==> src/rtl/core/fba_pkg.sv <==
// Shared types, sizes and codes for the block allocator.
// No dependencies; every file of the block imports this package.
package fba_pkg;

    localparam int NUM_BLOCKS   = 128;
    localparam int ROOT_ENTRIES = 16;
    localparam int BLK_W        = 7;
    localparam int NAME_W       = 48;
    localparam int DIR_AW       = 4;
    localparam int STEP_W       = 8;

    localparam logic [BLK_W-1:0]  LAST_BLOCK = BLK_W'(NUM_BLOCKS - 1);
    localparam logic [BLK_W-1:0]  MIN_FIRST  = BLK_W'(2);
    localparam logic [BLK_W-1:0]  CFG_RESET  = BLK_W'(8);
    localparam logic [DIR_AW-1:0] LAST_ENTRY = DIR_AW'(ROOT_ENTRIES - 1);
    localparam logic [STEP_W-1:0] MAX_STEPS  = STEP_W'(NUM_BLOCKS);

    localparam logic [2:0] REQ_FORMAT = 3'd0;
    localparam logic [2:0] REQ_CREATE = 3'd1;
    localparam logic [2:0] REQ_LOOKUP = 3'd2;
    localparam logic [2:0] REQ_ADD    = 3'd3;
    localparam logic [2:0] REQ_REMOVE = 3'd4;

    localparam logic [2:0] ST_OK        = 3'd0;
    localparam logic [2:0] ST_NOT_FOUND = 3'd1;
    localparam logic [2:0] ST_EXISTS    = 3'd2;
    localparam logic [2:0] ST_FULL      = 3'd3;
    localparam logic [2:0] ST_NO_FREE   = 3'd4;
    localparam logic [2:0] ST_NOT_EMPTY = 3'd5;

    typedef struct packed {
        logic             we;
        logic [BLK_W-1:0] waddr;
        logic [BLK_W-1:0] wdata;
        logic [BLK_W-1:0] raddr;
    } t_link_req;

    typedef struct packed {
        logic [NAME_W-1:0] name;
        logic [BLK_W-1:0]  first;
    } t_dir_entry;

    typedef struct packed {
        logic              we;
        logic [DIR_AW-1:0] waddr;
        t_dir_entry        wdata;
        logic [DIR_AW-1:0] raddr;
    } t_dir_req;

endpackage

==> src/rtl/core/fba_link_ram.sv <==
// Link table memory: one next-block link per block, one write and one read port.
// Depends on fba_pkg.
module fba_link_ram (
    input  logic                     i_clk,
    input  fba_pkg::t_link_req       i_req,
    output logic [fba_pkg::BLK_W-1:0] o_rdata
);
    import fba_pkg::*;

    logic [BLK_W-1:0] r_mem [NUM_BLOCKS];
    logic [BLK_W-1:0] r_rdata;

    always_ff @(posedge i_clk) begin
        if (i_req.we) begin
            r_mem[i_req.waddr] <= i_req.wdata;
        end
        r_rdata <= r_mem[i_req.raddr];
    end

    assign o_rdata = r_rdata;

endmodule

==> src/rtl/core/fba_dir_ram.sv <==
// Root directory memory holding each entry's name key and first block.
// Depends on fba_pkg; valid bits are kept in the top level.
module fba_dir_ram (
    input  logic                i_clk,
    input  fba_pkg::t_dir_req   i_req,
    output fba_pkg::t_dir_entry o_rdata
);
    import fba_pkg::*;

    t_dir_entry r_mem [ROOT_ENTRIES];
    t_dir_entry r_rdata;

    always_ff @(posedge i_clk) begin
        if (i_req.we) begin
            r_mem[i_req.waddr] <= i_req.wdata;
        end
        r_rdata <= r_mem[i_req.raddr];
    end

    assign o_rdata = r_rdata;

endmodule

==> src/rtl/core/fat_block_allocator.sv <==
// File allocation table with a free-block chain and a small root directory.
// Depends on fba_pkg, fba_link_ram and fba_dir_ram.
//
// Usage: a request beat arrives on the slave stream. Its tuser carries the
// request type (format, create, lookup, add block, remove) and its tdata the
// 48-bit name key. Each request yields exactly one result beat on the master
// stream: tuser holds the status code and tdata the block number.
// The first data block register is written over the cfg channel, which is
// always ready; write it only while no request is in flight.
// Requests are handled one at a time. A format sweeps the link table, one
// entry per cycle. Other requests first scan the 16 directory entries one by
// one, then an add pops the free head and may walk the file's chain through
// the link table memory, up to 128 links. Each directory entry and each link
// is read through the single registered read port of its memory.
// A result waits in an output register; while the receiver stalls, the next
// request is accepted and worked on, and holds only at its result.
// Reset clears the directory valid bits and the free head and loads 8 into
// the first data block register. The link table holds nothing until a format.
module fat_block_allocator (
    input  logic        i_clk,
    input  logic        i_rst_n,
    input  logic        i_cfg_valid,
    output logic        o_cfg_ready,
    input  logic [7:0]  i_cfg_data,   // [6:0] first_data_block
    input  logic        i_s_tvalid,
    output logic        o_s_tready,
    input  logic [47:0] i_s_tdata,    // [47:0] file_name
    input  logic [2:0]  i_s_tuser,    // [2:0] req_type
    output logic        o_m_tvalid,
    input  logic        i_m_tready,
    output logic [7:0]  o_m_tdata,    // [6:0] block
    output logic [2:0]  o_m_tuser     // [2:0] status
);
    import fba_pkg::*;

    localparam logic [3:0] S_IDLE   = 4'd0;
    localparam logic [3:0] S_FMT    = 4'd1;
    localparam logic [3:0] S_SCAN   = 4'd2;
    localparam logic [3:0] S_SCAN_D = 4'd3;
    localparam logic [3:0] S_EXEC   = 4'd4;
    localparam logic [3:0] S_POP    = 4'd5;
    localparam logic [3:0] S_POP_D  = 4'd6;
    localparam logic [3:0] S_WALK   = 4'd7;
    localparam logic [3:0] S_WALK_D = 4'd8;
    localparam logic [3:0] S_RESP   = 4'd9;

    logic [3:0]              r_state, n_state;
    logic [BLK_W-1:0]        r_cfg;
    logic [2:0]              r_req, n_req;
    logic [NAME_W-1:0]       r_name, n_name;
    logic [DIR_AW-1:0]       r_idx, n_idx;
    logic                    r_hit, n_hit;
    logic [DIR_AW-1:0]       r_eidx, n_eidx;
    logic [BLK_W-1:0]        r_efirst, n_efirst;
    logic [BLK_W-1:0]        r_faddr, n_faddr;
    logic [BLK_W-1:0]        r_free_head, n_free_head;
    logic [ROOT_ENTRIES-1:0] r_valid, n_valid;
    logic [BLK_W-1:0]        r_alloc, n_alloc;
    logic [BLK_W-1:0]        r_cur, n_cur;
    logic [STEP_W-1:0]       r_steps, n_steps;
    logic [2:0]              r_status, n_status;
    logic [BLK_W-1:0]        r_block, n_block;
    logic                    r_out_valid, n_out_valid;
    logic [2:0]              r_out_status, n_out_status;
    logic [BLK_W-1:0]        r_out_block, n_out_block;

    t_link_req        link_req;
    logic [BLK_W-1:0] link_rdata;
    t_dir_req         dir_req;
    t_dir_entry       dir_rdata;

    logic [BLK_W-1:0]  fmt_first;
    logic              free_any;
    logic [DIR_AW-1:0] free_slot;

    fba_link_ram u_link (
        .i_clk  (i_clk),
        .i_req  (link_req),
        .o_rdata(link_rdata)
    );

    fba_dir_ram u_dir (
        .i_clk  (i_clk),
        .i_req  (dir_req),
        .o_rdata(dir_rdata)
    );

    assign o_cfg_ready = 1'b1;
    assign o_s_tready  = (r_state == S_IDLE);
    assign o_m_tvalid  = r_out_valid;
    assign o_m_tuser   = r_out_status;
    assign o_m_tdata   = {1'b0, r_out_block};

    // A first data block below two is raised to two.
    assign fmt_first = (r_cfg < MIN_FIRST) ? MIN_FIRST : r_cfg;

    // Lowest invalid directory entry, used by create.
    always_comb begin
        free_any  = 1'b0;
        free_slot = '0;
        for (int k = ROOT_ENTRIES - 1; k >= 0; k--) begin
            if (!r_valid[k]) begin
                free_any  = 1'b1;
                free_slot = DIR_AW'(k);
            end
        end
    end

    always_comb begin
        n_state      = r_state;
        n_req        = r_req;
        n_name       = r_name;
        n_idx        = r_idx;
        n_hit        = r_hit;
        n_eidx       = r_eidx;
        n_efirst     = r_efirst;
        n_faddr      = r_faddr;
        n_free_head  = r_free_head;
        n_valid      = r_valid;
        n_alloc      = r_alloc;
        n_cur        = r_cur;
        n_steps      = r_steps;
        n_status     = r_status;
        n_block      = r_block;
        n_out_valid  = r_out_valid;
        n_out_status = r_out_status;
        n_out_block  = r_out_block;

        link_req       = '0;
        link_req.raddr = r_cur;
        dir_req        = '0;
        dir_req.raddr  = r_idx;

        if (r_out_valid && i_m_tready) begin
            n_out_valid = 1'b0;
        end

        case (r_state)
            S_IDLE: begin
                if (i_s_tvalid) begin
                    n_req    = i_s_tuser;
                    n_name   = i_s_tdata;
                    n_idx    = '0;
                    n_hit    = 1'b0;
                    n_status = ST_OK;
                    n_block  = '0;
                    n_faddr  = '0;
                    case (i_s_tuser)
                        REQ_FORMAT: n_state = S_FMT;
                        REQ_CREATE, REQ_LOOKUP, REQ_ADD, REQ_REMOVE: n_state = S_SCAN;
                        default: n_state = S_RESP;
                    endcase
                end
            end
            S_FMT: begin
                // Entry zero mirrors the free head; blocks from the first data
                // block up link to their successor, the rest end a chain.
                link_req.we    = 1'b1;
                link_req.waddr = r_faddr;
                if (r_faddr == '0) begin
                    link_req.wdata = fmt_first;
                end else if (r_faddr >= fmt_first && r_faddr != LAST_BLOCK) begin
                    link_req.wdata = r_faddr + BLK_W'(1);
                end else begin
                    link_req.wdata = '0;
                end
                if (r_faddr == LAST_BLOCK) begin
                    n_free_head = fmt_first;
                    n_valid     = '0;
                    n_state     = S_RESP;
                end else begin
                    n_faddr = r_faddr + BLK_W'(1);
                end
            end
            S_SCAN: begin
                n_state = S_SCAN_D;
            end
            S_SCAN_D: begin
                if (!r_hit && r_valid[r_idx] && dir_rdata.name == r_name) begin
                    n_hit    = 1'b1;
                    n_eidx   = r_idx;
                    n_efirst = dir_rdata.first;
                end
                if (r_idx == LAST_ENTRY) begin
                    n_state = S_EXEC;
                end else begin
                    n_idx   = r_idx + DIR_AW'(1);
                    n_state = S_SCAN;
                end
            end
            S_EXEC: begin
                n_state = S_RESP;
                case (r_req)
                    REQ_CREATE: begin
                        if (r_hit) begin
                            n_status = ST_EXISTS;
                        end else if (!free_any) begin
                            n_status = ST_FULL;
                        end else begin
                            dir_req.we          = 1'b1;
                            dir_req.waddr       = free_slot;
                            dir_req.wdata.name  = r_name;
                            dir_req.wdata.first = '0;
                            n_valid[free_slot]  = 1'b1;
                        end
                    end
                    REQ_LOOKUP: begin
                        if (r_hit) begin
                            n_block = r_efirst;
                        end else begin
                            n_status = ST_NOT_FOUND;
                        end
                    end
                    REQ_ADD: begin
                        if (!r_hit) begin
                            n_status = ST_NOT_FOUND;
                        end else if (r_free_head == '0) begin
                            n_status = ST_NO_FREE;
                        end else begin
                            n_alloc = r_free_head;
                            n_cur   = r_free_head;
                            n_state = S_POP;
                        end
                    end
                    REQ_REMOVE: begin
                        if (!r_hit) begin
                            n_status = ST_NOT_FOUND;
                        end else if (r_efirst != '0) begin
                            n_status = ST_NOT_EMPTY;
                        end else begin
                            n_valid[r_eidx] = 1'b0;
                        end
                    end
                    default: begin
                        n_status = ST_OK;
                    end
                endcase
            end
            S_POP: begin
                n_state = S_POP_D;
            end
            S_POP_D: begin
                n_free_head    = link_rdata;
                link_req.we    = 1'b1;
                link_req.waddr = r_alloc;
                link_req.wdata = '0;
                n_block        = r_alloc;
                if (r_efirst == '0) begin
                    dir_req.we          = 1'b1;
                    dir_req.waddr       = r_eidx;
                    dir_req.wdata.name  = r_name;
                    dir_req.wdata.first = r_alloc;
                    n_state             = S_RESP;
                end else begin
                    n_cur   = r_efirst;
                    n_steps = '0;
                    n_state = S_WALK;
                end
            end
            S_WALK: begin
                n_state = S_WALK_D;
            end
            S_WALK_D: begin
                // Follow links until a chain end, or give up on a loop.
                if (link_rdata != '0 && r_steps < MAX_STEPS) begin
                    n_cur   = link_rdata;
                    n_steps = r_steps + STEP_W'(1);
                    n_state = S_WALK;
                end else begin
                    link_req.we    = 1'b1;
                    link_req.waddr = r_cur;
                    link_req.wdata = r_alloc;
                    n_state        = S_RESP;
                end
            end
            S_RESP: begin
                if (!r_out_valid || i_m_tready) begin
                    n_out_valid  = 1'b1;
                    n_out_status = r_status;
                    n_out_block  = r_block;
                    n_state      = S_IDLE;
                end
            end
            default: begin
                n_state = S_IDLE;
            end
        endcase
    end

    always_ff @(posedge i_clk) begin
        if (!i_rst_n) begin
            r_state     <= S_IDLE;
            r_cfg       <= CFG_RESET;
            r_free_head <= '0;
            r_valid     <= '0;
            r_out_valid <= 1'b0;
            r_steps     <= '0;
        end else begin
            r_state     <= n_state;
            r_free_head <= n_free_head;
            r_valid     <= n_valid;
            r_out_valid <= n_out_valid;
            r_steps     <= n_steps;
            if (i_cfg_valid) begin
                r_cfg <= i_cfg_data[BLK_W-1:0];
            end
        end
    end

    always_ff @(posedge i_clk) begin
        r_req        <= n_req;
        r_name       <= n_name;
        r_idx        <= n_idx;
        r_hit        <= n_hit;
        r_eidx       <= n_eidx;
        r_efirst     <= n_efirst;
        r_faddr      <= n_faddr;
        r_alloc      <= n_alloc;
        r_cur        <= n_cur;
        r_status     <= n_status;
        r_block      <= n_block;
        r_out_status <= n_out_status;
        r_out_block  <= n_out_block;
    end

    // A nonzero free head is never a reserved block.
    a_free_head_range: assert property (@(posedge i_clk) disable iff (!i_rst_n)
        r_free_head == '0 || r_free_head >= MIN_FIRST)
        else $error("free head points into reserved blocks");

    // The chain walk is bounded by the table size.
    a_steps_bound: assert property (@(posedge i_clk) disable iff (!i_rst_n)
        r_steps <= MAX_STEPS)
        else $error("chain walk exceeded table size");

    // Neither the link table nor the directory is written while waiting for a request.
    a_idle_no_write: assert property (@(posedge i_clk) disable iff (!i_rst_n)
        r_state == S_IDLE |-> !link_req.we && !dir_req.we)
        else $error("memory write while idle");

    // A result is loaded only when the output register is free or draining.
    a_no_overwrite: assert property (@(posedge i_clk) disable iff (!i_rst_n)
        r_state == S_RESP && r_out_valid && !i_m_tready |=> r_state == S_RESP)
        else $error("result left while output stalled");

endmodule
==> config.mk <==
export PLATFORM = sky130hd
export DESIGN_NAME = fat_block_allocator
export DESIGN_NICKNAME = d
export VERILOG_FILES = /design/src/rtl/core/fba_pkg.sv /design/src/rtl/core/fba_link_ram.sv /design/src/rtl/core/fba_dir_ram.sv /design/src/rtl/core/fat_block_allocator.sv
export SDC_FILE = /design/constraint.sdc
export NUM_CORES = 2
export LEC_CHECK = 0
export BUFFER_PORTS_ARGS = -buffer_cell sky130_fd_sc_hd__buf_2
export CORE_MARGIN = 4
export CORE_UTILIZATION = 45
export CTS_BUF_LIST = sky130_fd_sc_hd__clkbuf_8
export CTS_CLUSTER_SIZE = 10
export DETAILED_ROUTE_END_ITERATION = 8
export PLACE_DENSITY = 0.65
export SYNTH_ARGS = -nofsm -noshare
export SYNTH_HDL_FRONTEND = slang
export SYNTH_SLANG_ARGS = --single-unit
==> constraint.sdc <==
create_clock -name i_clk -period 8.55 [get_ports i_clk]
set_input_delay 0.4275 -clock i_clk [delete_from_list [all_inputs] [get_ports i_clk]]
set_output_delay 0.4275 -clock i_clk [all_outputs]
set_load 0.01 [all_outputs]
# Yosys cells after proc, flatten, opt, wreduce, memory -nomap -nowiden
# Memories as Yosys holds them, arrays and structs flattened. A register that Yosys moved wholly into a read port is not among the register bits.
# Cells that the tools add are included.
[totals]
regBits = 151
ram_bits = 1776
output_inout_bits = 14
wordCells = 224
memories = 2
[mem_list]
columns = ["name", "depth", "width", "read_ports", "rd_ports_with_merged_regs", "wr", "line", "text"]
rows = [
  ["u_link.r_mem", 128, 7, 1, 1, 1, "fba_link_ram.sv:10", "logic [BLK_W-1:0] r_mem [NUM_BLOCKS];"],
  ["u_dir.r_mem", 16, 55, 1, 1, 1, "fba_dir_ram.sv:10", "t_dir_entry r_mem [ROOT_ENTRIES];"],
]
[classes]
add_sub_neg = 3
magnitude_cmp = 8
n_eq_ne = 42
n_mux = 106
bitwise = 4
n_reduce_logical = 40
[op_table]
columns = ["operator", "count"]
rows = [
  ["$mux 60", 4],
  ["$pmux 60 s2", 1],
  ["$mux 4", 26],
  ["$mux 7", 13],
  ["$mux 16", 5],
  ["$pmux 16 s2", 2],
  ["$eq 48x48->1", 1],
  ["$pmux 15 s3", 1],
  ["$pmux 7 s3", 2],
  ["$pmux 4 s10", 1],
  ["$mux 1", 28],
  ["$pmux 7 s2", 2],
  ["$mux 3", 9],
  ["$logic_not 7->1", 3],
  ["$ne 2x2->1 const B", 10],
  ["$and 16x16->16", 1],
  ["$eq 4x3->1 const B", 4],
  ["$mux 8", 2],
  ["$not 16->16", 1],
  ["$or 16x16->16", 1],
  ["$pmux 4 s2", 2],
  ["$pmux 8 s2", 1],
  ["$lt 4x5->1 const B", 3],
  ["$mux 15", 1],
  ["other kinds (39)", 79],
]

# Logic depth before layout (Yosys ltp)
[logic_depth]
word_depth = 25
depth_mapped = 9
depth_no_buf = 9

# Hierarchy
# From an unflattened synthesis, not the netlist that was laid out.
[unflattened]
cells_unflattened = 3623
area_unflattened_um2 = 76719.8
[by_module_without_submodules]
columns = ["mod", "instances", "cells_per_inst", "area_per_inst_um2", "seq_area_each_um2"]
rows = [
  ["fba_link_ram", 1, 1453, 34807.1, 27045.9],
  ["fba_dir_ram", 1, 1419, 34021.4, 27526.4],
  ["fat_block_allocator", 1, 751, 7891.3, 4103.9],
]

# Least setup slack after synthesis
# Ideal clock, no wire load.
[synth_path]
path_kind = "flip-flop to flip-flop"
from = "register r_cfg[6]"
to = "memory u_link.r_mem[0][6], data pin"
arrival_time_ns = 7.021
t_required_ns = 7.327
slack_ns = 0.305
path_stages_with_launch = 10
path_buffers = 0
synth_period_minus_slack_ns = 8.245
cell_sequence = "dfxtp_1 -> nor4_1 -> a21boi_0 -> ha_1 -> nand2b_1 -> a21o_1 -> a21oi_1 -> o21ai_0 -> o221ai_1 -> o31ai_1"
[synth_rtl]
columns = ["item", "line", "text"]
rows = [
  ["from (decl)", "fat_block_allocator.sv:48", "logic [BLK_W-1:0] r_cfg;"],
  ["from (signal assigned)", "fat_block_allocator.sv:305", "r_cfg <= i_cfg_data[BLK_W-1:0];"],
  ["to (decl)", "fba_link_ram.sv:10", ""],
]

# Final worst setup path
[layout_path]
from = "register r_state[3]"
to = "memory u_dir.r_mem[0][19] (netlist name), enable pin"
[layout_via]
elab_chain_len = 4
word_cells_on_any_way = 5
classes_between = "eq/ne: 2; mux: 3"
[layout_rtl]
columns = ["item", "line", "text"]
rows = [
  ["from (decl)", "fat_block_allocator.sv:47", "logic [3:0] r_state, n_state;"],
  ["from (signal assigned)", "fat_block_allocator.sv:299", "r_state <= n_state;"],
  ["$eq 4x3->1", "fat_block_allocator.sv:138", "case (r_state)"],
  ["$pmux 60 s2 (*)", "fat_block_allocator.sv:138", ""],
  ["$mux 1", "fba_dir_ram.sv:14", "if (i_req.we) begin"],
  ["$mux 1 (implied by the code)", "fba_dir_ram.sv:15", "r_mem[i_req.waddr] <= i_req.wdata;"],
  ["to (decl)", "fba_dir_ram.sv:10", ""],
]
# Every way passes the cells marked *; elsewhere a longest branch is shown, timed or not.

==> Flow_metrics.wiki <==
{| class="wikitable"
! Metric !! Value
|-
| DRC marker count from the first detailed-route iteration || approximately 3,500
|-
| Ratio of cells with drive above 1 in the final layout || 0.278
|-
| Largest area contributor in the synthesized netlist || sky130_fd_sc_hd__edfxtp_1
|-
| Area share of the leading cell type in the synthesized netlist || 0.737
|-
| Relative slew slack || 0.159
|-
| Final Hold Vio Count || 0
|-
| Critical Path, Cell by Cell || or4b_1 > nor3_1 > o21ai_1 > nand2b_2 > buf_4 > nand3_1 > nor2_4 > buf_4
|-
| Cts repair resizes || 0
|-
| Type of the most critical hold path || input pin to register
|-
| Congestion Overflow GR || 0
|-
| Ports || 78
|-
| Leading post-synthesis cells by cell area || sky130_fd_sc_hd__edfxtp_1, sky130_fd_sc_hd__mux4_2, sky130_fd_sc_hd__dfxtp_1
|-
| Global Route met3 Usage || 0.0463
|-
| Via count of the first global-routing pass || 37,800
|-
| Clock-pin slew of the registers on the worst-case setup and hold paths || 0.06 ns
|-
| Dominant cell by count in the synthesized netlist || sky130_fd_sc_hd__edfxtp_1
|-
| Count of nets left with antenna violations after detail routing || 0
|-
| Number of antenna violations at the first check in global routing || 10
|-
| Fin area || 86,600 um^2
|-
| Number of register bits inferred by synthesis || 1,989
|-
| Core Region || 169,000 um^2
|-
| Critical setup path kind || register to register
|-
| Starting density of the core || 0.453
|-
| Critical Path End Type || register
|-
| Number of setup violations in the final report || 0
|-
| DIE WIDTH || 421 um
|-
| Crit-path max FO || 46
|-
| Actual transition at the worst max-transition pin || between 1 and 1.5 ns
|-
| Crit start category || register
|-
| Die ar. || approximately 180,000 um^2
|-
| Sw power || 6620 uW
|-
| GRT Util Overall || 0.191
|-
| Post-detailed-placement half-perimeter wirelength || 92.7 mm
|-
| Met1 GRT Util || 0.258
|-
| Die span in y || ~420 um
|-
| Number of input and output port buffers inserted || 74
|-
| Share of power burned in the clock network || 0.314
|-
| H-tree levels || 5
|-
| Reported max-cap violation count || 0
|-
| Wirelength, routed || 171 mm
|-
| Total Negative Setup Slacks || 0 ns
|-
| Cell Rows || 151
|-
| Leakage power summed over all cells || 0.0273 uW
|-
| Detailed Routing Iterations Pass 1 || 5
|-
| Clock buffer depth || 4
|-
| Internal power || 17,300 uW
|-
| Endpoint required time on the critical path || 9.10 ns
|-
| Peak Freq || about 0.18 GHz
|-
| Critical-path top delay cell || sky130_fd_sc_hd__or4b_1
|-
| CTS Root Cell || sky130_fd_sc_hd__clkbuf_8
|-
| Sequential group share of total power || 0.488
|-
| Clock tree from TritonCTS || done
|-
| Synthesized netlist net count || 3,591
|-
| Share of total power consumed by net switching || 0.277
|-
| First-pass GRT wire length || 252 mm
|-
| RSZ-0062 raised after global routing || false
|-
| Total via count in the routed design || 36,600
|-
| Maximum single-stage delay on the critical path || 1.00 ns
|-
| Area added between synthesis and finish || 12.8%
|-
| Top cell by count, worst path || sky130_fd_sc_hd__buf_4
|-
| Arrival time of the worst setup path || 6.03 ns
|-
| Final clock skew || ~0.10 ns
|-
| Number of distinct standard cells referenced by the synthesized netlist || 73
|-
| Part of the Yosys area used for sequential elements || 0.764
|-
| Mean instance size in the synthesized netlist || approximately 22 um^2
|-
| Largest net degree at the start of global routing || between 100 and 150
|-
| Worst-Skew Late Latency || roughly 0.99 ns
|-
| Global-route track usage on met2 || 0.312
|-
| Yosys synthesis warning count || 0
|-
| Pins over their slew limit || 0
|-
| TritonCTS Buffers || about 330
|-
| Share of flip-flops with an asynchronous set or reset || 0
|-
| Final period util || 0.641
|-
| Area of the mapped netlist || 76,800 um^2
|-
| Placer congestion estimate || 0.825
|-
| Via-to-Cell Ratio || 5.75
|-
| VDD IR max || 0.196 mV
|-
| Number of sinks handled by clock tree synthesis || 1,989
|-
| Comb power frac || 0.197
|-
| Most frequent cells after synthesis || sky130_fd_sc_hd__edfxtp_1, sky130_fd_sc_hd__mux4_2, sky130_fd_sc_hd__nor2_1, sky130_fd_sc_hd__dfxtp_1, sky130_fd_sc_hd__clkbuf_1
|-
| Placed Area || around 80,000 um^2
|-
| Final worst path period need || 5.48 ns
|-
| Number of nets at the end of the flow || around 4,000
|-
| Count of unresolved DRC violations after routing || 0
|-
| WL/cell || 26.8 um
|-
| Power Dens Cells || 276 nW/um^2
|-
| Routing layer with the top usage in global route || met2
|-
| Most used flip-flop cell after synthesis || sky130_fd_sc_hd__edfxtp_1
|-
| Instance count of the mapped netlist || 3,516
|-
| Count of flip-flops with a built-in enable after synthesis || 1,884
|-
| Outcome || complete, no violations
|}
path summary, 6_finish.rpt:
path                    startpoint                 end  slack (ns)  cells past startpoint
hold / removal       i_s_tdata[14]          r_name[14]        0.13                      2
setup reg to reg        r_state[3]  u_dir.r_mem[0][19]        3.07                      8
setup / recovery        r_state[3]  u_dir.r_mem[0][19]        3.07                      8
hold reg to reg   u_dir.o_rdata[4]         r_efirst[4]        0.40                      0
cell usage in the layout (no fill, tap or decap), drive strengths merged, types with 27 or more instances in the layout:
| cell | count |
|---|---|
| clkbuf | 353 |
| xnor2 | 27 |
| buf | 142 |
| xor2 | 27 |
| nor2 | 199 |
| dlygate4sd3 | 76 |
| nand2 | 82 |
| o21ai | 47 |
| mux4 | 573 |
| dfxtp | 105 |
| a21oi | 35 |
| edfxtp | 1884 |
| and2 | 59 |
| inv | 156 |
| clkinv | 102 |
repair_timing:
item                       CTS  global route
setup endpoints to repair    0             0
hold endpoints to repair    96             0
setup buffers                0             0
hold buffers                76             0
power groups by stage:
stage	Sequential [uW]	Combinational, uW	Clock (uW)
after floorplan	11800	3250	0
final	11700	4720	7520
after global placement	11900	4710	0
after CTS	11700	4810	7720
after detailed placement	11900	4770	0
after global routing	11700	5030	8220
stage by stage:
step	hold slack, ns	worst slack [ns]	utilization	power [uW]	std cells
final	0.127	3.07	0.511	23900	6362
after global routing	0.0341	2.83	0.511	25000	6360
after CTS	0.00354	3.05	0.511	24200	6358
after detailed placement	0.392	3.11	0.472	16600	5700
after global placement	0.391	3.16	0.472	16600	5700
after floorplan	0.386	0.305	-	15100	3516
registers in the layout (all words and copies together), names as in the netlist, 4 cells and up:
signal	cells
r_cur	7
r_idx	4
r_block	7
r_name	48
u_dir.o_rdata	55
r_valid	16
u_link.r_mem	896
r_efirst	7
r_steps	8
r_free_head	7
r_out_block	7
r_eidx	4
r_faddr	7
r_state	4
r_alloc	7
r_cfg	7
u_dir.r_mem	880
u_link.o_rdata	7
layer usage:
| metal | vias to the layer above | part of all wire |
|---|---|---|
| met5 | - | 0.000076 |
| met4 | 2 | 0.024 |
| met3 | 278 | 0.076 |
| met2 | 1496 | 0.50 |
| met1 | 19300 | 0.40 |
| li1 | 15500 | - |
kinds of logic (layout without fill, tap and decap cells):
| kind of cell | Yosys count | in the layout | synth area share |
|---|---|---|---|
| multiplexers | 584 | 584 | 0.170 |
| AND/OR/NAND/NOR | 465 | 465 | 0.0288 |
| XOR/XNOR | 54 | 54 | 0.00616 |
| other | 2 | 6 | 0.0000978 |
| buffers and inverters | 216 | 840 | 0.0119 |
| adder cells (fa/ha/maj) | 11 | 11 | 0.00179 |
| flip-flops | 1989 | 1989 | 0.764 |
| AO/OA/AOI/OAI | 195 | 195 | 0.0176 |
critical path: cells and delay by family (launching register included):
family | cells | cell delay (ns)
compound gates | 1 | 0.33
buf+inv | 2 | 1.38
flops | 1 | 0.57
simple gates | 5 | 2.75
cell type report:
type / instances / area [um^2]
clock buffers: 353 / 4860
inverters: 40 / 154
multi-input cells: 1311 / 17400
clock inverters: 229 / 1040
flip-flops and latches: 1989 / 58700
fillers: 13300 / 82900
diodes: 4 / 10.0
well taps: 2218 / 2780
repair buffers: 218 / 1680
Power figures use the tool's default switching activity.
